File: config.mk
export PLATFORM = sky130hd
export DESIGN_NAME = wil_addr
export DESIGN_NICKNAME = d
export VERILOG_FILES = /design/src/rtl/core/wil_pkg.sv /design/src/rtl/core/wil_addr.sv
export VERILOG_INCLUDE_DIRS = /design/src /design/src/rtl/core
export SDC_FILE = /design/constraint.sdc
export NUM_CORES = 1
export LEC_CHECK = 0
export ABC_CLOCK_PERIOD_IN_PS = 5900
export BUFFER_PORTS_ARGS = -buffer_cell sky130_fd_sc_hd__buf_2
export CORE_MARGIN = 4
export CORE_UTILIZATION = 50
export DETAILED_ROUTE_END_ITERATION = 7
export PLACE_DENSITY = 0.67
export SLEW_MARGIN = 20
export SYNTH_ARGS = -nofsm -noshare
export SYNTH_HDL_FRONTEND = slang
export SYNTH_SLANG_ARGS = --single-unit
File: constraint.sdc
create_clock -name clk -period 5.9 [get_ports clk]
set_input_delay 1.18 -clock clk [delete_from_list [all_inputs] [get_ports clk]]
set_output_delay 1.18 -clock clk [all_outputs]
set_load 0.005 [all_outputs]
File: src/rtl/core/wavetable_interpolating_lookup_unit_defines.svh
// Assertion macros shared by the wavetable lookup RTL.
`ifndef WAVETABLE_INTERPOLATING_LOOKUP_UNIT_DEFINES_SVH
`define WAVETABLE_INTERPOLATING_LOOKUP_UNIT_DEFINES_SVH
`ifndef SYNTH
`define WIL_ASSERT(label, clk, rst_n, prop, msg) \
    label: assert property (@(posedge clk) disable iff (!rst_n) prop) else $error(msg);
`define WIL_ASSERT_DELAY(label, clk, rst_n, ante, n, cons, msg) \
    label: assert property (@(posedge clk) disable iff (!rst_n) (ante) |-> ##n (cons)) \
        else $error(msg);
`else
`define WIL_ASSERT(label, clk, rst_n, prop, msg)
`define WIL_ASSERT_DELAY(label, clk, rst_n, ante, n, cons, msg)
`endif
`endif

File: src/rtl/core/wil_pkg.sv
// Shared types and constants for the wavetable lookup unit.
`default_nettype none
package wil_pkg;

    // Default sizes of the design.
    localparam int DEF_TABLE_DEPTH = 1024;
    localparam int DEF_PHASE_BITS  = 16;
    localparam int DEF_SAMPLE_BITS = 16;

    // Reset values of the configuration registers.
    localparam int   TABLE_SIZE_RESET  = 1024;
    localparam logic INTERPOLATE_RESET = 1'b1;

    // Configuration register indexes.
    localparam int              CFG_INDEX_BITS  = 1;
    localparam logic [CFG_INDEX_BITS-1:0] REG_TABLE_SIZE  = 1'b0;
    localparam logic [CFG_INDEX_BITS-1:0] REG_INTERPOLATE = 1'b1;

    // Command codes.
    localparam logic CMD_WRITE  = 1'b0;
    localparam logic CMD_SAMPLE = 1'b1;

    // Control that travels with each item down the pipeline.
    typedef struct packed {
        logic valid;
        logic is_write;
    } item_ctrl_t;

endpackage
`default_nettype wire

File: src/rtl/core/wil_addr.sv
// Address stages: input capture, phase scaling and index/fraction split.
`default_nettype none
`include "wavetable_interpolating_lookup_unit_defines.svh"
module wil_addr #(
    parameter int TABLE_DEPTH = wil_pkg::DEF_TABLE_DEPTH,
    parameter int PHASE_BITS  = wil_pkg::DEF_PHASE_BITS,
    parameter int SAMPLE_BITS = wil_pkg::DEF_SAMPLE_BITS,
    localparam int AW = $clog2(TABLE_DEPTH),
    localparam int CW = $clog2(TABLE_DEPTH + 1)
) (
    input  logic                          clk,
    input  logic                          rst_n,
    input  logic                          accept,
    input  logic                          command,
    input  logic [AW-1:0]                 entry_index,
    input  logic signed [SAMPLE_BITS-1:0] entry_value,
    input  logic [PHASE_BITS-1:0]         phase,
    input  logic [CW-1:0]                 n_used,
    output wil_pkg::item_ctrl_t           ctrl_out,
    output logic [AW-1:0]                 rd_idx,
    output logic [AW-1:0]                 rd_nxt,
    output logic [PHASE_BITS-1:0]         frac,
    output logic [AW-1:0]                 wr_addr,
    output logic signed [SAMPLE_BITS-1:0] wr_value
);
    import wil_pkg::*;

    localparam int PW = PHASE_BITS + CW;

    item_ctrl_t                    ctrl1_reg, ctrl2_reg, ctrl3_reg;
    logic [AW-1:0]                 addr1_reg, addr2_reg, addr3_reg;
    logic signed [SAMPLE_BITS-1:0] value1_reg, value2_reg, value3_reg;
    logic [PHASE_BITS-1:0]         phase1_reg, frac3_reg;
    logic [PW-1:0]                 pos2_reg, pos2_next;
    logic [CW-1:0]                 idx_full, idx_clamp, nxt_full, nxt_clamp;
    logic [AW-1:0]                 idx3_reg, nxt3_reg;

    // Control pipeline.
    always_ff @(posedge clk or negedge rst_n)
    begin
        if (!rst_n)
        begin
            ctrl1_reg <= '0;
            ctrl2_reg <= '0;
            ctrl3_reg <= '0;
        end
        else
        begin
            ctrl1_reg.valid    <= accept;
            ctrl1_reg.is_write <= (command == CMD_WRITE);
            ctrl2_reg          <= ctrl1_reg;
            ctrl3_reg          <= ctrl2_reg;
        end
    end

    // Scale the phase by the number of entries in use.
    assign pos2_next = PW'(phase1_reg) * PW'(n_used);

    // Split the position and find the neighbor, wrapping at the last used entry.
    always_comb
    begin
        idx_full  = pos2_reg[PW-1:PHASE_BITS];
        idx_clamp = (idx_full >= n_used) ? (n_used - CW'(1)) : idx_full;
        nxt_full  = idx_clamp + CW'(1);
        nxt_clamp = (nxt_full >= n_used) ? '0 : nxt_full;
    end

    // Payload pipeline.
    always_ff @(posedge clk)
    begin
        addr1_reg  <= entry_index;
        value1_reg <= entry_value;
        phase1_reg <= phase;
        addr2_reg  <= addr1_reg;
        value2_reg <= value1_reg;
        pos2_reg   <= pos2_next;
        addr3_reg  <= addr2_reg;
        value3_reg <= value2_reg;
        idx3_reg   <= idx_clamp[AW-1:0];
        nxt3_reg   <= nxt_clamp[AW-1:0];
        frac3_reg  <= pos2_reg[PHASE_BITS-1:0];
    end

    assign ctrl_out = ctrl3_reg;
    assign rd_idx   = idx3_reg;
    assign rd_nxt   = nxt3_reg;
    assign frac     = frac3_reg;
    assign wr_addr  = addr3_reg;
    assign wr_value = value3_reg;

    // Both read addresses of a sample item stay inside the used part of the table.
    `WIL_ASSERT(a_idx_in_range, clk, rst_n, (ctrl3_reg.valid && !ctrl3_reg.is_write) |-> (CW'(idx3_reg) < n_used), "index beyond table size")
    `WIL_ASSERT(a_nxt_in_range, clk, rst_n, (ctrl3_reg.valid && !ctrl3_reg.is_write) |-> (CW'(nxt3_reg) < n_used), "neighbor beyond table size")

endmodule
`default_nettype wire

# == After elaboration in Yosys (flattened, before gate mapping) ==
# Cells that the tools add are included.
# word_totals
wordCells,24
out_inout_bits,64
ff_bits,163
# classes
n_mul,1
n_bitwise,1
add_sub_neg,2
n_mux,1
n_lt_le_gt_ge,2
# op_table
cell,n
$mul 16x11->27,1
$ge 11x11->1,2
$add 11x1->11 const B,1
$mux 11,1
$sub 11x1->11 const B,1
$not 1->1,1

# == Depth between registers and ports, before layout ==
# depth
depth_word,4
mapped_depth,25

# == Worst setup path after synthesis ==
# No wires, ideal clock.
# synth_path
path_type,input -> register
start,in n_used[2]
end,reg pos2_reg[25]
required_ps,5828
arrival_ps,5905
setup_time_ps,72
path_stages,18
slack_ps,-77
path_buffers,2
cell_sequence,clkbuf_1 > clkbuf_1 > nand2_1 > fa_1 > fa_1 > inv_1 > fa_1 > fa_1 > inv_1 > fa_1 > inv_1 > ha_1 > a211oi_1 > nor2_1 > o31ai_1 > a31oi_1 > a221oi_1 > xnor2_1
# synth_via
elab_chain_cells,1
# synth_lines
item,line,source
from (decl),wil_addr.sv:18,"input logic [CW-1:0] n_used,"
$mul 16x11->27,wil_addr.sv:57,assign pos2_next = PW'(phase1_reg) * PW'(n_used);
named net pos2_next[25],wil_addr.sv:34,"logic [PW-1:0] pos2_reg, pos2_next;"
to (signal assigned),wil_addr.sv:76,pos2_reg <= pos2_next;
to (decl),wil_addr.sv:34,
# The timed path passes the listed nets, and every way through them passes these cells.
# A chain may end at the register's enable or synchronous reset.

# == Worst setup path after layout ==
# layout_path
start,in n_used[3]
end,reg pos2_reg[23]
# Same word-level chain as after synthesis.

==> tab_implementation.tex <==
\begin{tabular}{lr}
\hline
Metric & Value \\
\hline
\multicolumn{2}{l}{\textbf{Synth}} \\
\quad Fraction of synthesis flops using an asynchronous set or reset pin & 3.68\% \\
\quad Synthesized area per cell & 9.95 um\^{}2 \\
\quad Summed instance area of the synthesized netlist & 0.0105 mm\^{}2 \\
\quad Fraction of the yosys area taken by sequential cells & 31.4\% \\
\quad Gate count of the mapped netlist & 1056 \\
\quad Number of flops mapped to enable cells by yosys & 0 \\
\quad Mapped Nets & 1327 \\
\quad Number of synthesized register bits & 163 \\
\quad Post-synthesis cell type count & 60 \\
\quad Main synth FF type & dfxtp\_1 \\
\quad Yosys synthesis warning count & 0 \\
\multicolumn{2}{l}{\textbf{Cells and area}} \\
\quad Share of layout cells above drive strength 1 & 18.5\% \\
\quad Antenna diodes & 0 \\
\quad Area of all sequential standard cells & 0.00329 mm\^{}2 \\
\quad \# nets final & 1484 \\
\quad Layout-stage area growth over the synthesis result & 17.7\% \\
\quad Most used cells in the layout excluding fill and tap cells & 175 x inv\_1, 157 x dfxtp\_1, 125 x fa\_1 \\
\quad Fillcell total & 1737 \\
\quad Max reg flops & 27 \\
\quad Area taken by multi-input logic gates & 0.00639 mm\^{}2 \\
\quad Non-filler cells, final & 1496 \\
\quad Most common cell after layout, fill and taps aside & inv\_1 \\
\multicolumn{2}{l}{\textbf{Route}} \\
\quad Post-Route WL & 23000 um \\
\quad Pre-antenna DRT Iters & 5 \\
\quad Wire length per cell after detailed routing & 15.4 um \\
\quad ANT nets after route & 0 \\
\quad DRC marker count from the first detailed-route iteration & 368 \\
\quad Residual DRC & 0 \\
\quad Overall via count from detail\_route & 7603 \\
\quad Via density per instance & 5.08 \\
\multicolumn{2}{l}{\textbf{Worst setup path}} \\
\quad Top fanout value on the critical path & 12 \\
\quad Data required time at the worst endpoint & 6220 ps \\
\quad Kind of start point of the critical path & input pin \\
\quad Crit end category & register \\
\quad Arrival time at the worst endpoint & 5970 ps \\
\quad Category of the critical setup timing path & input pin to register \\
\multicolumn{2}{l}{\textbf{Power and ir drop}} \\
\quad Power density over cell area & 554 mW/mm\^{}2 \\
\quad Leakage power & 6.17 nW \\
\quad Switching power & 0.00286 W \\
\quad Worst voltage drop across the vdd grid & 0.000366 V \\
\quad Comb power frac & 61.4\% \\
\quad Switching share of total power & 41.7\% \\
\quad Internal power summed over all cells & 0.00399 W \\
\quad Share of total power in the clock network & 16.5\% \\
\quad Share of total power in sequential cells & 22.1\% \\
\multicolumn{2}{l}{\textbf{Timing}} \\
\quad Relative slew slack & 63.5\% \\
\quad Final critical path time including I/O delays and setup & 5650 ps \\
\quad Final number of hold-violating endpoints & 0 \\
\quad Max-slew violation total from the final report & 0 \\
\quad Clock tree skew after final layout & 13.7 ps \\
\quad Final setup fails & 0 \\
\quad Setup tns final & 0 ps \\
\quad Highest achievable clock rate & 177 MHz \\
\quad Share of the clock period used by the worst path after layout & 95.7\% \\
\quad Slew at the pin closest to its max-slew limit & 545 ps \\
\quad Unrepaired setup endpoints after global routing & false \\
\multicolumn{2}{l}{\textbf{Hold path}} \\
\quad Classification of the worst-slack hold path & register to register \\
\multicolumn{2}{l}{\textbf{Die}} \\
\quad Full die area & 0.0234 mm\^{}2 \\
\quad Floorplan row count & 52 \\
\quad Area of the core & 0.0204 mm\^{}2 \\
\quad Boundary pin count & 121 \\
\quad Initial core utilization & 51.4\% \\
\quad Horizontal die dimension & 153 um \\
\quad Chip height & 153 um \\
\multicolumn{2}{l}{\textbf{GRT}} \\
\quad Global-route total usage across every layer & 20.8\% \\
\quad Number of antenna violations at the first check in global routing & 0 \\
\quad Wire length of the first global-routing pass & 39800 um \\
\quad Number of global-route vias before repair & 7899 \\
\quad Largest net degree at the start of global routing & 23 \\
\quad Grt total ovfl & 0 \\
\multicolumn{2}{l}{\textbf{Place}} \\
\quad Placed Instances & 1464 \\
\quad Port Buffers & 120 \\
\quad RD Place Congestion & 0.888 \\
\quad Dpl hpwl & 18400 um \\
\multicolumn{2}{l}{\textbf{Clock network}} \\
\quad Root buffer selected by CTS & clkbuf\_16 \\
\quad Clk\_lat worst skew & 430 ps \\
\quad Hold bufs inserted after CTS & 0 \\
\quad CTS sink cnt & 163 \\
\quad Number of buffers between clock root and the deepest sink & 2 \\
\quad H-tree depth & 4 \\
\quad Clock tree from TritonCTS & built \\
\quad TritonCTS Buffers & 17 \\
\quad Clk pin slew, worst setup/hold paths & 80 ps \\
\multicolumn{2}{l}{\textbf{Outcome}} \\
\quad Result of the run & complete, no violations \\
\multicolumn{2}{l}{\textbf{Job}} \\
\quad Maximum capacitance violations & 0 \\
\hline
\end{tabular}
through the flow:
stage / power (W) / instance area (um^2) / utilization (%) / hold WS, ps / setup slack [ps]
final: 0.00685 / 12400 / 60.5 / 321 / 252
after global routing: 0.00757 / 12400 / 60.5 / 326 / 1.86
after CTS: 0.00691 / 12400 / 60.5 / 323 / 165
after detailed placement: 0.00571 / 11700 / 57.4 / 312 / -235
after global placement: 0.00566 / 11700 / 57.4 / 310 / -94.9
after floorplan: 0.00427 / 10500 / - / 310 / 11.7
cell usage after synthesis, types with 2 or more instances:
master	count	share of area [%]
nand2_1	111	4.0
nand3b_1	5	0.36
xnor2_1	27	2.3
nand3_1	14	0.67
o31a_1	2	0.17
nand2b_1	3	0.18
o2111ai_1	4	0.33
a21oi_1	26	1.2
a21o_1	8	0.57
dfxtp_1	157	30
dfrtp_1	6	1.4
and3_1	14	0.83
or3_1	4	0.24
a21boi_0	2	0.14
o211ai_1	3	0.21
a2111oi_2	2	0.29
xor2_1	12	1.0
buf_2	3	0.14
mux2i_1	8	0.76
a211oi_1	10	0.71
nor2_1	25	0.89
ha_1	89	11
inv_1	175	6.3
o21ai_0	21	1.0
o21a_1	7	0.50
and2_1	91	5.4
fa_1	125	24
nor2b_1	3	0.18
nor3_1	18	0.86
clkbuf_1	37	1.3
nor4_1	5	0.30
a31oi_1	9	0.54
nand4_1	3	0.18
power groups by stage:
stage / registers (W) / logic, W / clock network (W)
after global routing: 0.00154 / 0.00482 / 0.00121
after global placement: 0.00153 / 0.00412 / 0
after detailed placement: 0.00154 / 0.00418 / 0
after floorplan: 0.00151 / 0.00276 / 0
final: 0.00151 / 0.00420 / 0.00113
after CTS: 0.00152 / 0.00423 / 0.00116
path summary, 6_finish.rpt:
path | slack, ps | end | startpoint | depth (start not counted)
worst max-delay path | 250 | pos2_reg[23] | n_used[3] | 18
worst min-delay path | 320 | wr_addr[1] | addr2_reg[1] | 0
worst max register to register | 600 | pos2_reg[23] | phase1_reg[7] | 18
worst min register to register | 320 | wr_addr[1] | addr2_reg[1] | 0
max in group asynchronous | 5200 | ctrl_out[1] | rst_n | 1
min in group asynchronous | 570 | ctrl1_reg[0] | rst_n | 1
final cells by class:
| class | instances | area share (%) |
|---|---|---|
| multi-input cells | 676 | 51.7 |
| flip-flops and latches | 163 | 26.6 |
| repair buffers | 180 | 8.54 |
| inverters | 175 | 5.31 |
| clock buffers | 17 | 3.44 |
| well taps | 270 | 2.73 |
| clock inverters | 15 | 1.65 |
metal layers:
metal,routed length (um),up-vias,track usage (%)
met5,0,-,0
li1,-,3653,-
met4,359,0,5.52
met2,10800,213,34.2
met1,10600,3711,28.8
met3,1260,26,3.28
cells by family (layout without fill, tap and decap cells):
group                      after synthesis  in the layout  synth area share, %
and+or+nand+nor                        304            304                 14.9
buffers and inverters                  217            387                 7.86
adders and majority gates              214            214                 34.4
DFF                                    163            163                 31.4
AOI/OAI and AO/OA                      110            110                 7.30
xor gates and xnor gates                39             39                 3.25
muxes                                    9              9                0.870
worst max-delay path, cell delays in order:
cell and delay, ps:
buf_2 330, nand2_1 130, fa_1 530, inv_1 60, fa_1 510, fa_1 440
fa_1 540, inv_1 50, fa_1 530, inv_1 40, ha_1 370, o211ai_1 170
a21boi_0 270, o21ai_0 120, a31oi_1 320, buf_4 180, nand3_1 60, o311ai_0 110
what timing repair did:
item,CTS,global route
gates resized for setup,0,4
endpoints found under the setup margin,0,9
buffers inserted,0,0
(Power assumes the default switching activity.)
