<file path="src/rtl/core/wavetable_interpolating_lookup_unit_defines.svh">
// Assertion macros shared by the wavetable lookup RTL.
`ifndef WAVETABLE_INTERPOLATING_LOOKUP_UNIT_DEFINES_SVH
`define WAVETABLE_INTERPOLATING_LOOKUP_UNIT_DEFINES_SVH
`ifndef SYNTH
`define WIL_ASSERT(label, clk, rst_n, prop, msg) \
    label: assert property (@(posedge clk) disable iff (!rst_n) prop) else $error(msg);
`define WIL_ASSERT_DELAY(label, clk, rst_n, ante, n, cons, msg) \
    label: assert property (@(posedge clk) disable iff (!rst_n) (ante) |-> ##n (cons)) \
        else $error(msg);
`else
`define WIL_ASSERT(label, clk, rst_n, prop, msg)
`define WIL_ASSERT_DELAY(label, clk, rst_n, ante, n, cons, msg)
`endif
`endif

</file>
<file path="src/rtl/core/wil_pkg.sv">
// Shared types and constants for the wavetable lookup unit.
`default_nettype none
package wil_pkg;

    // Default sizes of the design.
    localparam int DEF_TABLE_DEPTH = 1024;
    localparam int DEF_PHASE_BITS  = 16;
    localparam int DEF_SAMPLE_BITS = 16;

    // Reset values of the configuration registers.
    localparam int   TABLE_SIZE_RESET  = 1024;
    localparam logic INTERPOLATE_RESET = 1'b1;

    // Configuration register indexes.
    localparam int              CFG_INDEX_BITS  = 1;
    localparam logic [CFG_INDEX_BITS-1:0] REG_TABLE_SIZE  = 1'b0;
    localparam logic [CFG_INDEX_BITS-1:0] REG_INTERPOLATE = 1'b1;

    // Command codes.
    localparam logic CMD_WRITE  = 1'b0;
    localparam logic CMD_SAMPLE = 1'b1;

    // Control that travels with each item down the pipeline.
    typedef struct packed {
        logic valid;
        logic is_write;
    } item_ctrl_t;

endpackage
`default_nettype wire

</file>
<file path="src/rtl/core/wil_interp.sv">
// Interpolation stages: difference, scale by fraction, add and output.
`default_nettype none
`include "wavetable_interpolating_lookup_unit_defines.svh"
module wil_interp #(
    parameter int PHASE_BITS  = wil_pkg::DEF_PHASE_BITS,
    parameter int SAMPLE_BITS = wil_pkg::DEF_SAMPLE_BITS
) (
    input  logic                          clk,
    input  logic                          rst_n,
    input  wil_pkg::item_ctrl_t           ctrl_in,
    input  logic signed [SAMPLE_BITS-1:0] p1,
    input  logic signed [SAMPLE_BITS-1:0] p2,
    input  logic [PHASE_BITS-1:0]         frac,
    input  logic                          interpolate,
    output logic                          done,
    output logic signed [SAMPLE_BITS-1:0] sample
);
    import wil_pkg::*;

    localparam int SB = SAMPLE_BITS;
    localparam int PB = PHASE_BITS;

    item_ctrl_t              ctrl5_reg, ctrl6_reg;
    logic signed [SB:0]      diff5_reg, diff5_next;
    logic signed [SB-1:0]    p1_5_reg, p1_6_reg;
    logic [PB-1:0]           frac5_reg;
    logic signed [PB:0]      frac_s;
    logic signed [SB+PB+1:0] prod6_reg, prod6_next;
    logic [SB:0]             delta, sum;
    logic                    done_reg, done_next;
    logic signed [SB-1:0]    sample_reg, sample_next;
    logic                    in_sample, in_write;

    // Signed difference of the two neighbors.
    assign diff5_next = {p2[SB-1], p2} - {p1[SB-1], p1};

    // Scale the difference by the fraction.
    assign frac_s     = {1'b0, frac5_reg};
    assign prod6_next = diff5_reg * frac_s;

    // Dropping the low fraction bits of a signed product rounds toward minus infinity.
    always_comb
    begin
        delta       = prod6_reg[SB+PB:PB];
        sum         = {p1_6_reg[SB-1], p1_6_reg} + delta;
        sample_next = interpolate ? sum[SB-1:0] : p1_6_reg;
        done_next   = ctrl6_reg.valid && !ctrl6_reg.is_write;
    end

    // Control pipeline.
    always_ff @(posedge clk or negedge rst_n)
    begin
        if (!rst_n)
        begin
            ctrl5_reg <= '0;
            ctrl6_reg <= '0;
            done_reg  <= 1'b0;
        end
        else
        begin
            ctrl5_reg <= ctrl_in;
            ctrl6_reg <= ctrl5_reg;
            done_reg  <= done_next;
        end
    end

    // Payload pipeline.
    always_ff @(posedge clk)
    begin
        diff5_reg  <= diff5_next;
        p1_5_reg   <= p1;
        frac5_reg  <= frac;
        prod6_reg  <= prod6_next;
        p1_6_reg   <= p1_5_reg;
        sample_reg <= sample_next;
    end

    assign done   = done_reg;
    assign sample = sample_reg;

    // Kind of the item entering these stages.
    assign in_sample = ctrl_in.valid && !ctrl_in.is_write;
    assign in_write  = ctrl_in.valid && ctrl_in.is_write;

    // A sample item gives a result after the difference, product and output registers, and a write item gives none.
    `WIL_ASSERT_DELAY(a_sample_gives_result, clk, rst_n, in_sample, 3, done, "missing result")
    `WIL_ASSERT_DELAY(a_write_is_silent, clk, rst_n, in_write, 3, !done, "result for a write")

endmodule
`default_nettype wire

</file>
<file path="config.mk">
export PLATFORM = sky130hd
export DESIGN_NAME = wil_interp
export DESIGN_NICKNAME = d
export VERILOG_FILES = /design/src/rtl/core/wil_pkg.sv /design/src/rtl/core/wil_interp.sv
export VERILOG_INCLUDE_DIRS = /design/src /design/src/rtl/core
export SDC_FILE = /design/constraint.sdc
export NUM_CORES = 1
export LEC_CHECK = 0
export ABC_AREA = 1
export BUFFER_PORTS_ARGS = -buffer_cell sky130_fd_sc_hd__buf_2
export CAP_MARGIN = 20
export CORE_MARGIN = 3
export CORE_UTILIZATION = 45
export DETAILED_ROUTE_END_ITERATION = 16
export GPL_ROUTABILITY_DRIVEN = 0
export SYNTH_ARGS = -nofsm -noshare
export SYNTH_HDL_FRONTEND = slang
export SYNTH_SLANG_ARGS = --single-unit
</file>
<file path="constraint.sdc">
create_clock -name clk -period 5.6 [get_ports clk]
set_clock_uncertainty 0.2 [all_clocks]
set_input_delay 0.28 -clock clk [delete_from_list [all_inputs] [get_ports clk]]
set_output_delay 0.28 -clock clk [all_outputs]
set_load 0.05 [all_outputs]
</file>
After elaboration in Yosys (flattened, before gate mapping)
Cells that the tools add are included.
{"block": "op_classes", "n_shift": 0, "addsub": 2, "div_mod_pow": 0, "muxes": 1, "order_cmp": 0, "n_reduce_logical": 2, "multipliers": 1, "eq_ne": 0, "n_bitwise": 0}
{"op": "$mul 17x17->32", "n": 1}
{"op": "$sub 16x16->17", "n": 1}
{"op": "$add 16x16->16", "n": 1}
{"op": "$mux 16", "n": 1}
{"op": "$logic_and 1x1->1", "n": 1}
{"op": "$logic_not 1->1", "n": 1}
{"block": "word_totals", "wordCells": 17, "latchBits": 0, "rom_bits": 0, "inputBits": 53, "regBits": 118, "ramBits": 0, "out_inout_bits": 17, "n_memories": 0}

Logic depth before layout (Yosys ltp)
Gate-level depths: netlist (run 1).
{"block": "depth", "depth_word": 2, "ltp_mapped": 27, "mapped_depth_nobuf": 25}

Least setup slack after synthesis (run 1)
No wires, ideal clock.
{"block": "synth_timing", "path_type": "register to register", "startpoint": "register diff5_reg[16]", "endpoint": "register prod6_reg[30]", "synth_period_minus_slack_ns": 5.610, "t_arrival_ns": 5.298, "setup_ns": 0.112, "path_stages_with_launch": 25, "t_required_ns": 5.288, "path_slack_ns": -0.010, "path_buffers": 2, "cell_sequence": "dfxtp_1 -> buf_4 -> clkbuf_1 -> nand2_1 -> inv_1 -> fa_1 -> inv_1 -> fa_1 -> inv_1 -> fa_1 -> inv_1 -> fa_1 -> inv_1 -> fa_1 -> inv_1 -> fa_1 -> inv_1 -> ha_1 -> inv_1 -> nor3_1 -> nand2_1 -> a21oi_1 -> nor2_1 -> nand3_1 -> nand2_1"}
{"block": "synth_via", "elab_chain_cells": 1}
{"element": "from (decl)", "line_no": "wil_interp.sv:24", "source": "logic signed [SB:0] diff5_reg, diff5_next;"}
{"element": "from (signal assigned)", "line_no": "wil_interp.sv:70", "source": "diff5_reg <= diff5_next;"}
{"element": "$mul 17x17->32", "line_no": "wil_interp.sv:39", "source": "assign prod6_next = diff5_reg * frac_s;"}
{"element": "net prod6_next[30]", "line_no": "wil_interp.sv:28", "source": "logic signed [SB+PB+1:0] prod6_reg, prod6_next;"}
{"element": "to (signal assigned)", "line_no": "wil_interp.sv:73", "source": "prod6_reg <= prod6_next;"}
{"element": "to (decl)", "line_no": "wil_interp.sv:28"}
The timed path passes the listed nets, and every way through them passes these cells.

Final worst setup path (run 1)
{"block": "layout_timing", "startpoint": "register diff5_reg[16]", "endpoint": "register prod6_reg[31]"}
Same word-level chain as after synthesis.

==> summary.txt, run 1 <==
Finish
  • Storage element area: 0.00209 sq mm
  • Commonest non-fill, non-tap cell in the layout: inv_1
  • # fillers: roughly 3,000
  • Diode count: 0
  • Final nets: 2,474
  • Share of cells above drive strength 1: 0.124
  • Most frequent cells in the layout: inv_1 (529), nand2_1 (504), fa_1 (262)
  • Number of flip-flops in the largest register: 17
  • Multi-input gate area: 0.0107 sq mm
  • Core Util, Final: 0.534
  • Syn-to-layout area delta: 15.8%

Worst setup path
  • Crit. End Element: flop
  • CP Max Fanout: 9
  • Startpoint types: flop
  • WP data arrival: 5.51 ns
  • Worst R2R Setup Slack: around 0.16 ns
  • CP Class: reg2reg
  • Required time of the critical path: 5.66 ns

Yosys
  • Top cell type's share of synthesized area: 0.362
  • Synth area leaders: fa_1 (36%), inv_1 (14%), dfxtp_1 (13%)
  • Syn_nets: 2,345
  • Avg Inst Size Synth: 7.71 sq um
  • Ys flop type: dfxtp_1
  • Unique cell type count in the Yosys netlist: 39
  • Yosys reg bits: 102
  • Leading area contributor after synthesis: fa_1
  • Post-Syn Area: 0.0147 sq mm
  • Async SR Flop Fraction: 0.0490
  • Post-synth EDFFs: 0
  • Cell count after synthesis: 1,914
  • Synth Warn #: 0
  • Seq/Total Area, Yosys: 0.140

Timing
  • Tcrit/Tclk final: 0.972
  • Min Tclk post-route: 5.44 ns
  • Max Freq: 184 MHz
  • Fin worst setup slack: 0.155 ns
  • RSZ-0062 raised after global routing: true
  • Tightest Pin Transition: 0.789 ns
  • Count of pins over their slew limit: 0
  • Worst slew margin: 0.474
  • Finish-stage setup viols: 0
  • Hold Violations, Final: 0
  • Hold WS: 0.0172 ns

Die
  • Row cnt: 65
  • Height of the chip: between 150 and 200 microns
  • Chip width: 187 microns
  • Die footprint: ~0.035 sq mm
  • Initial Utilization: 0.461
  • Core footprint: 0.0320 sq mm
  • IO Pins: 70

GRT
  • Initial antenna violation count: 1
  • Global-route wire length before repair: 61.9 mm
  • Vias in the first global route: 12,585
  • Pin count of the biggest net entering global routing: 21
  • GRT overflow: 0
  • Aggregate global-route resource usage: 0.219

Detailed routing
  • # DRC: 0
  • WL final: ~37 mm
  • Antenna-violating nets left: 0
  • Vias per cell: approximately 4.8
  • Metal2 WL: between 15 and 20 mm
  • Routed wl met3: ~1.7 mm
  • Met1 WL: approximately 17 mm
  • Via count: 11,795
  • DR WL/cell: 14.9 microns
  • Top Layer Used: met4
  • DRT Pass-1 Iters: 5
  • Starting DRT DRC Count: about 650

Placement
  • I/O Buffers: 69
  • Post-DP HPWL: ~32 mm
  • Pre-CTS setup slack: -0.180 ns

Clock tree
  • Worst skew pair latency: 0.38 ns
  • Sink Count: 102
  • CTS tree: yes
  • Root Driver: clkbuf_16
  • H-tree levels: 3
  • CTS clk-pin slew, worst paths: 0.09 ns
  • Max clock buf depth: 2
  • Number of CTS-inserted buffers: 9

Job
  • Max_cap viols: 0

Run status
  • Status: complete, no violations

Min path
  • Worst min-delay path category: in2reg
==> worst paths after layout <==
path	startpoint	to	depth (start not counted)
setup / recovery	diff5_reg[16]	prod6_reg[31]	23
hold / removal	p2[0]	diff5_reg[0]	4
setup reg to reg	diff5_reg[16]	prod6_reg[31]	23
hold reg to reg	p1_5_reg[15]	p1_6_reg[15]	0
max in group asynchronous	rst_n	ctrl5_reg[1]	2
min in group asynchronous	rst_n	ctrl6_reg[1]	2
==> stage by stage <==
| stage | instance area (sq um) | setup TNS (ns) | cells |
|---|---|---|---|
| finish | 17100 | 0 | 2483 |
| global placement | 16100 | -0.335 | 2429 |
| floorplan | 14700 | 0 | 1914 |
| global route | 17100 | -0.227 | 2483 |
| detailed placement | 16100 | -0.732 | 2429 |
| CTS | 16700 | 0 | 2480 |
==> area by class of cell <==
class	count	share of cell area
clock inverter	7	0.00447
tap	435	0.0319
timing repair buffer	184	0.0834
multi-input combinational	1209	0.626
inverter	537	0.118
sequential	102	0.122
clock buffer	9	0.0132
==> cells by family (layout without fill, tap and decap cells) <==
logic type	count (synthesis)	count (layout)	synth area share
AOI/OAI and AO/OA	119	119	0.0456
xor gates and xnor gates	29	29	0.0172
adders and majority gates	378	378	0.457
buffers and inverters	603	737	0.154
DFF	102	102	0.140
and+or+nand+nor	683	683	0.186
==> worst max-delay path, cell delays in order, from the launching register on <==
cell     delay [ns]
dfxtp_4        0.38
nand2_1        0.06
inv_1          0.06
fa_1           0.60
inv_2          0.08
buf_4          0.14
fa_1           0.47
inv_1          0.05
fa_1           0.46
fa_1           0.53
fa_1           0.54
inv_1          0.05
fa_1           0.47
inv_1          0.04
ha_1           0.34
nand2_1        0.14
nor2_4         0.15
nand2_2        0.10
nor2_2         0.14
nand2_2        0.09
nand2_1        0.09
inv_1          0.04
nand2_1        0.05
nand2_1        0.04
==> routing by layer <==
| layer | vias to the layer above | GRT usage |
|---|---|---|
| met5 | - | 0 |
| met4 | 0 | 0.0462 |
| met3 | 45 | 0.0300 |
| met2 | 256 | 0.376 |
| met1 | 5739 | 0.297 |
| li1 | 5755 | - |
==> synth_stat cells, types with 2 or more instances <==
cell      number
inv_1        535
nand2_1      513
fa_1         267
ha_1         111
dfxtp_1       97
nor2_1        73
clkbuf_1      62
a21oi_1       57
nand3_1       56
o21ai_0       33
xor2_1        19
nand2_2       10
xnor2_1       10
nor3_1         8
nand4_1        7
a21o_1         6
dfrtp_1        5
a31oi_1        4
o21bai_1       4
or2_1          4
a21boi_0       3
buf_4          3
nand3b_1       3
o21ai_1        3
o21ai_2        3
a21boi_2       2
nand3_2        2
nor3_2         2
nor4_1         2
==> repair_timing <==
action                     in CTS  in global routing
pin swaps                       0                 14
resized for setup              11                 70
cloned                          0                  0
hold buffers                   35                  0
buffers inserted                0                  3
setup endpoints to repair      11                 15
hold endpoints to repair       40                  0
Power of run 1 is left out: the tool's default activity adds up to more than one toggle a clock period on the data nets, which glitch-free logic cannot reach.
==> run 2: changes to the inputs <==
ABC_AREA = unset   (was 1)
CORE_MARGIN = unset   (was 3)
==> run 2 against run 1 <==
  * The flow now finishes with violations (setup timing)
  * Critical path depth down 2
  * Setup slack got worse by 0.35 ns
  * Routed wire length decreased by 16%
  * Maximum frequency shrank 6.1%
  * Clock-buffer cell count unchanged
  * Sequential share of layout area up 0.67 points
  * Synthesized area fell by 9.2%
  * Register-to-register slack got worse by 0.35 ns
  * Synthesized cell count down 26%
  * First-iteration DRC count fell by 44%
  * Largest cell class unchanged
==> summary.txt, run 2 <==
GRT
  • Pin count of the biggest net entering global routing: 22 (was 21)
  • Vias in the first global route: 10,661 (was 12,585)
  • Global-route wire length before repair: 51.8 mm (was 61.9 mm)
  • Aggregate global-route resource usage: 0.219 (about the same)
  • Initial antenna violation count: 0 (was 1)
  • GRT overflow: 0 (unchanged)

Die
  • Chip width: 175 microns (was 187 microns)
  • Row cnt: 62 (was 65)
  • Core footprint: 0.0290 sq mm (was 0.0320 sq mm)
  • Die footprint: 0.0305 sq mm (was 0.0350 sq mm)
  • Height of the chip: 175 microns (was 187 microns)
  • IO Pins: 70 (unchanged)
  • Initial Utilization: 0.462 (was 0.461)

Finish
  • Number of flip-flops in the largest register: 17 (unchanged)
  • Final nets: 2,063 (was 2,474)
  • Most frequent cells in the layout: inv_1 (344), fa_1 (257), nand2_1 (159) (was inv_1 (529), nand2_1 (504), fa_1 (262))
  • Diode count: 0 (unchanged)
  • Commonest non-fill, non-tap cell in the layout: inv_1 (unchanged)
  • Share of cells above drive strength 1: 0.212 (was 0.124)
  • Core Util, Final: 0.565 (was 0.534)
  • # fillers: 2,624 (was 3,001)
  • Syn-to-layout area delta: 22.3% (was 15.8%)

Yosys
  • Count leader, synth: inv_1 (unchanged)
  • Post-synth EDFFs: 0 (unchanged)
  • Synth cell count leaders: inv_1 (358), fa_1 (267), nand2_1 (161), and2_1 (125), ha_1 (111) (was inv_1 (535), nand2_1 (513), fa_1 (267), ha_1 (111), dfxtp_1 (97))
  • Yosys reg bits: 102 (unchanged)
  • Async SR Flop Fraction: 0.0490 (unchanged)
  • Unique cell type count in the Yosys netlist: 49 (was 39)
  • Leading area contributor after synthesis: fa_1 (unchanged)
  • Cell count after synthesis: 1,410 (was 1,914)
  • Seq/Total Area, Yosys: 0.154 (was 0.140)
  • Synth area leaders: fa_1 (40%), dfxtp_1 (14%), ha_1 (10%) (was fa_1 (36%), inv_1 (14%), dfxtp_1 (13%))
  • Ys flop type: dfxtp_1 (unchanged)
  • Avg Inst Size Synth: 9.50 sq um (was 7.71 sq um)
  • Top cell type's share of synthesized area: 0.399 (was 0.362)
  • Post-Syn Area: 0.0134 sq mm (was 0.0147 sq mm)
  • Syn_nets: 1,841 (was 2,345)
  • Synth Warn #: 0 (unchanged)

Job
  • Max_cap viols: 0 (unchanged)

Timing
  • Max Freq: 173 MHz (was 184 MHz)
  • Hold WS: 0.0687 ns (was 0.0172 ns)
  • Worst slew margin: 0.648 (was 0.474)
  • Fin Setup TNS: -1.02 ns (was 0 ns)
  • Finish-stage setup viols: 9 (was 0)
  • Hold Violations, Final: 0 (unchanged)
  • Fin worst setup slack: -0.196 ns (was 0.155 ns)
  • RSZ-0062 raised after global routing: true (unchanged)
  • Count of pins over their slew limit: 0 (unchanged)
  • Tightest Pin Transition: 0.522 ns (was 0.789 ns)
  • Tcrit/Tclk final: 1.04 (was 0.972)
  • Min Tclk post-route: 5.80 ns (was 5.44 ns)

Detailed routing
  • DRT Pass-1 Iters: 4 (was 5)
  • WL final: 31.2 mm (was 36.9 mm)
  • DR WL/cell: 15.4 microns (was 14.9 microns)
  • Starting DRT DRC Count: 365 (was 654)
  • Via count: 9,727 (was 11,795)
  • # DRC: 0 (unchanged)
  • Antenna-violating nets left: 0 (unchanged)
  • Vias per cell: 4.81 (was 4.75)

Min path
  • Worst min-delay path category: in2reg (unchanged)

Worst setup path
  • WP data arrival: 5.90 ns (was 5.51 ns)
  • Crit. End Element: flop (unchanged)
  • Required time of the critical path: 5.70 ns (was 5.66 ns)
  • Startpoint types: flop (unchanged)
  • CP Class: reg2reg (unchanged)
  • CP Max Fanout: 17 (was 9)

Clock tree
  • CTS clk-pin slew, worst paths: 0.09 ns (about the same)
  • Max clock buf depth: 2 (unchanged)
  • CTS tree: yes (unchanged)
  • Worst skew pair latency: 0.37 ns (was 0.38 ns)
  • H-tree levels: 3 (unchanged)
  • Root Driver: clkbuf_16 (unchanged)
  • Number of CTS-inserted buffers: 9 (unchanged)
  • Sink Count: 102 (unchanged)

Placement
  • Post-DP HPWL: 25.8 mm (was 31.7 mm)
  • I/O Buffers: 69 (unchanged)
  • Pre-CTS setup slack: -0.496 ns (was -0.180 ns)

Run status
  • Status: complete, but fails checks (was complete, no violations)
  • Failing checks: setup timing
==> run 2: path summary, 6_finish.rpt <==
kind	start	to	slack [ns]	cells past startpoint
worst max-delay path	frac5_reg[6]	prod6_reg[30]	-0.20	21
worst min-delay path	p2[15]	diff5_reg[15]	0.07	3
worst max register to register	frac5_reg[6]	prod6_reg[30]	-0.20	21
worst min register to register	p1_5_reg[2]	p1_6_reg[2]	0.12	0
max in group asynchronous	rst_n	done	4.99	2
min in group asynchronous	rst_n	ctrl5_reg[0]	0.08	2
==> run 2: layout make-up <==
type                       instances  area (sq um)  area share
clock buffer                       9           225      0.0137
clock inverter                     7          86.3     0.00527
inverter                         358          1340      0.0820
multi-input combinational        913         10200       0.623
sequential                       102          2120       0.129
tap                              384           480      0.0293
timing repair buffer             248          1930       0.118
==> run 2: routing by layer <==
metal	track usage	wire [microns]	up-vias
li1	-	-	4625
met1	0.260	12400	4876
met2	0.404	17000	170
met3	0.0262	826	56
met4	0.0768	908	0
met5	0	0	-
==> run 2: metrics by stage <==
| step | std cells | area [sq um] |
|---|---|---|
| 6_report | 2021 | 16400 |
| 5_1_grt | 2021 | 16400 |
| 4_1_cts | 2012 | 16200 |
| 3_5_place_dp | 1955 | 15200 |
| 3_3_place_gp | 1955 | 15200 |
| 2_1_floorplan | 1410 | 13400 |
==> run 2: critical path, cell delays in order (launching register included) <==
cell       delay [ns]
dfxtp_2          0.34
buf_12           0.15
and2_4           0.16
fa_1             0.49
inv_1            0.05
fa_1             0.47
inv_1            0.05
fa_2             0.53
fa_1             0.44
fa_1             0.54
inv_1            0.06
fa_1             0.47
inv_1            0.06
ha_4             0.27
o21ai_2          0.05
o21ai_2          0.15
o2111ai_2        0.18
a221oi_4         0.37
o211ai_2         0.18
nor2b_4          0.16
o211ai_1         0.18
a21boi_2         0.19
==> run 2: kinds of logic (layout without fill, tap and decap cells) <==
family                   Yosys count  in the layout  synth area share
AO/OA/AOI/OAI                     97             97            0.0501
buffers and inverters            395            622             0.111
AND/OR/NAND/NOR                  371            371             0.136
multiplexers                      14             14            0.0117
adder cells (fa/ha/maj)          378            378             0.503
XOR/XNOR                          53             53            0.0346
flip-flops                       102            102             0.154
==> run 2: repair_timing <==
action                     in CTS  in global routing
setup buffers                   7                 10
gates resized for setup        74                 46
setup endpoints to repair      15                 13
hold buffers                   35                  0
hold endpoints to repair       39                  0
pin swaps                      42                 34
Power of run 2 is left out for the same reason.
==> run 3: changes to the inputs <==
CORE_UTILIZATION = 55   (was 45)
PLACE_DENSITY = 0.76   (was unset)
==> run 3 against run 2 <==
  * The run still ends with setup timing left
  * Sequential cell count unchanged
  * Clock-buffer cell count increased by 1
  * Critical path depth decreased by 2
  * Via count increased by 3.1%
  * Non-clock buffer count decreased by 17
  * Routed wire length increased by 1.0%
  * Die area decreased by 18%
  * First-iteration DRC count increased by 71%
  * Maximum frequency decreased by 0.87%
  * Setup slack got worse by 0.051 ns
  * Cell count decreased by 4.1%
  * Critical path type unchanged
  * Critical endpoint unchanged
==> summary.txt, run 3 (synthesized netlist as in run 2, its figures left out) <==
Run status
  • Status: complete, but fails checks (unchanged)
  • Failing checks: setup timing (unchanged)

Worst setup path
  • CP Max Fanout: 14 (was 17)
  • R2R depth: 19 (was 21)
  • FF-to-FF End: prod6_reg[30] (unchanged)
  • CP Class: reg2reg (unchanged)
  • Required time of the critical path: 5.70 ns (about the same)
  • CP Launch Point: frac5_reg[7] (was frac5_reg[6])
  • Crit. End Element: flop (unchanged)
  • Startpoint types: flop (unchanged)
  • RR Startpoint: frac5_reg[7] (was frac5_reg[6])
  • WP data arrival: 5.95 ns (was 5.90 ns)
  • Worst R2R Setup Slack: -0.25 ns (was -0.20 ns)

GRT
  • Aggregate global-route resource usage: 0.271 (was 0.219)
  • Pin count of the biggest net entering global routing: 20 (was 22)
  • Vias in the first global route: 11,080 (was 10,661)
  • Initial antenna violation count: 0 (unchanged)
  • Global-route wire length before repair: 52.0 mm (was 51.8 mm)
  • GRT overflow: 0 (unchanged)

Clock tree
  • Sink Count: 102 (unchanged)
  • Number of CTS-inserted buffers: 9 (unchanged)
  • H-tree levels: 3 (unchanged)
  • CTS clk-pin slew, worst paths: 0.08 ns (was 0.09 ns)
  • Root Driver: clkbuf_16 (unchanged)
  • Worst skew pair latency: 0.36 ns (was 0.37 ns)
  • CTS tree: yes (unchanged)
  • Max clock buf depth: 2 (unchanged)

Placement
  • Pre-CTS setup slack: -0.486 ns (was -0.496 ns)
  • I/O Buffers: 69 (unchanged)
  • DP Area: 0.0150 sq mm (was 0.0152 sq mm)
  • Post-DP HPWL: 25.0 mm (was 25.8 mm)

Detailed routing
  • Antenna-violating nets left: 0 (unchanged)
  • DRT Pass-1 Iters: 5 (was 4)
  • Vias per cell: 5.17 (was 4.81)
  • Via count: 10,031 (was 9,727)
  • # DRC: 0 (unchanged)
  • WL final: 31.5 mm (was 31.2 mm)
  • DR WL/cell: 16.2 microns (was 15.4 microns)
  • Starting DRT DRC Count: 625 (was 365)

Timing
  • Max Freq: 171 MHz (was 173 MHz)
  • RSZ-0062 raised after global routing: true (unchanged)
  • Fin Setup TNS: -1.83 ns (was -1.02 ns)
  • Tcrit/Tclk final: 1.04 (about the same)
  • Count of pins over their slew limit: 0 (unchanged)
  • Min Tclk post-route: 5.85 ns (was 5.80 ns)
  • Hold Violations, Final: 0 (unchanged)
  • Tightest Pin Transition: 0.502 ns (was 0.522 ns)
  • Worst slew margin: 0.661 (was 0.648)
  • Fin worst setup slack: -0.247 ns (was -0.196 ns)
  • Finish-stage setup viols: 11 (was 9)

Die
  • Row cnt: 56 (was 62)
  • Core footprint: 0.0237 sq mm (was 0.0290 sq mm)
  • IO Pins: 70 (unchanged)
  • Initial Utilization: 0.566 (was 0.462)
  • Die footprint: 0.0250 sq mm (was 0.0305 sq mm)
  • Height of the chip: 158 microns (was 175 microns)
  • Chip width: 158 microns (was 175 microns)

Finish
  • Commonest non-fill, non-tap cell in the layout: inv_1 (unchanged)
  • Diode count: 0 (unchanged)
  • Syn-to-layout area delta: 20.4% (was 22.3%)
  • Core Util, Final: 0.681 (was 0.565)
  • Final nets: 2,046 (was 2,063)
  • Number of flip-flops in the largest register: 17 (unchanged)
  • Share of cells above drive strength 1: 0.200 (was 0.212)
  • Cell area after layout: 0.0161 sq mm (was 0.0164 sq mm)
  • Most frequent cells in the layout: inv_1 (347), fa_1 (259), nand2_1 (157) (was inv_1 (344), fa_1 (257), nand2_1 (159))

Min path
  • Worst min-delay path category: in2async (was in2reg)

Job
  • Max_cap viols: 0 (unchanged)
run 3: cell types whose count changed in the layout (fill, tap and decap cells not counted), moves of 3 or more:
cell	previous run	this run
dfxtp_4	9	6
a21oi_1	26	22
inv_1	344	347
and2_1	110	114
nand2_2	1	4
ha_4	12	8
dfxtp_1	76	73
dfxtp_2	12	18
a21oi_2	2	6
inv_2	14	11
buf_4	128	109
and2_4	15	11
clkinv_8	3	0
run 3: worst max-delay path by stage:
stage                          to  slack, ns
CTS                 prod6_reg[28]      -0.21
global route        prod6_reg[30]      -0.40
floorplan           prod6_reg[30]      -0.01
detailed placement  prod6_reg[21]      -0.49
finish              prod6_reg[30]      -0.25
global placement    prod6_reg[21]      -0.42
run 3: through the flow:
| stage | hold WS (ns) | cells |
|---|---|---|
| 6_report | 0.0552 | 1939 |
| 5_1_grt | 0.0682 | 1939 |
| 4_1_cts | 0.0492 | 1934 |
| 3_5_place_dp | -0.0977 | 1869 |
| 3_3_place_gp | -0.109 | 1869 |
| 2_1_floorplan | -0.216 | 1410 |
run 3: final cells by class:
type                    count  area (sq um)
repair buffers            231          1840
well taps                 319           399
multi-input cells         913         10200
flip-flops and latches    102          2110
inverters                 358          1340
clock inverters             6          52.6
fillers                  1791          7550
clock buffers              10           229
run 3: per-layer routing:
layer,wire length (microns),global-route usage,up-vias
li1,-,-,4592
met1,11900,0.309,5034
met2,16700,0.502,309
met3,1570,0.0394,96
met4,1370,0.122,0
met5,0,0,-
run 3: what timing repair did:
action | in CTS | in global routing
buffers inserted | 14 | 6
resized for setup | 75 | 34
setup endpoints to repair | 15 | 13
gates cloned | 1 | 0
pin swaps | 40 | 32
hold buffers | 35 | 0
hold endpoints to repair | 40 | 0
run 3: worst max-delay path: stages (launching register included):
cell       delay (ns)
dfxtp_2          0.33
buf_12           0.14
and2_4           0.16
fa_1             0.49
inv_2            0.04
fa_1             0.54
inv_2            0.04
fa_2             0.57
fa_1             0.47
fa_1             0.56
fa_1             0.48
ha_4             0.31
nor3_2           0.04
o21ai_1          0.17
o2111ai_2        0.17
a221oi_4         0.40
o211ai_4         0.17
nor2b_4          0.16
o211ai_1         0.16
a21boi_2         0.17
Power of run 3 is left out for the same reason.
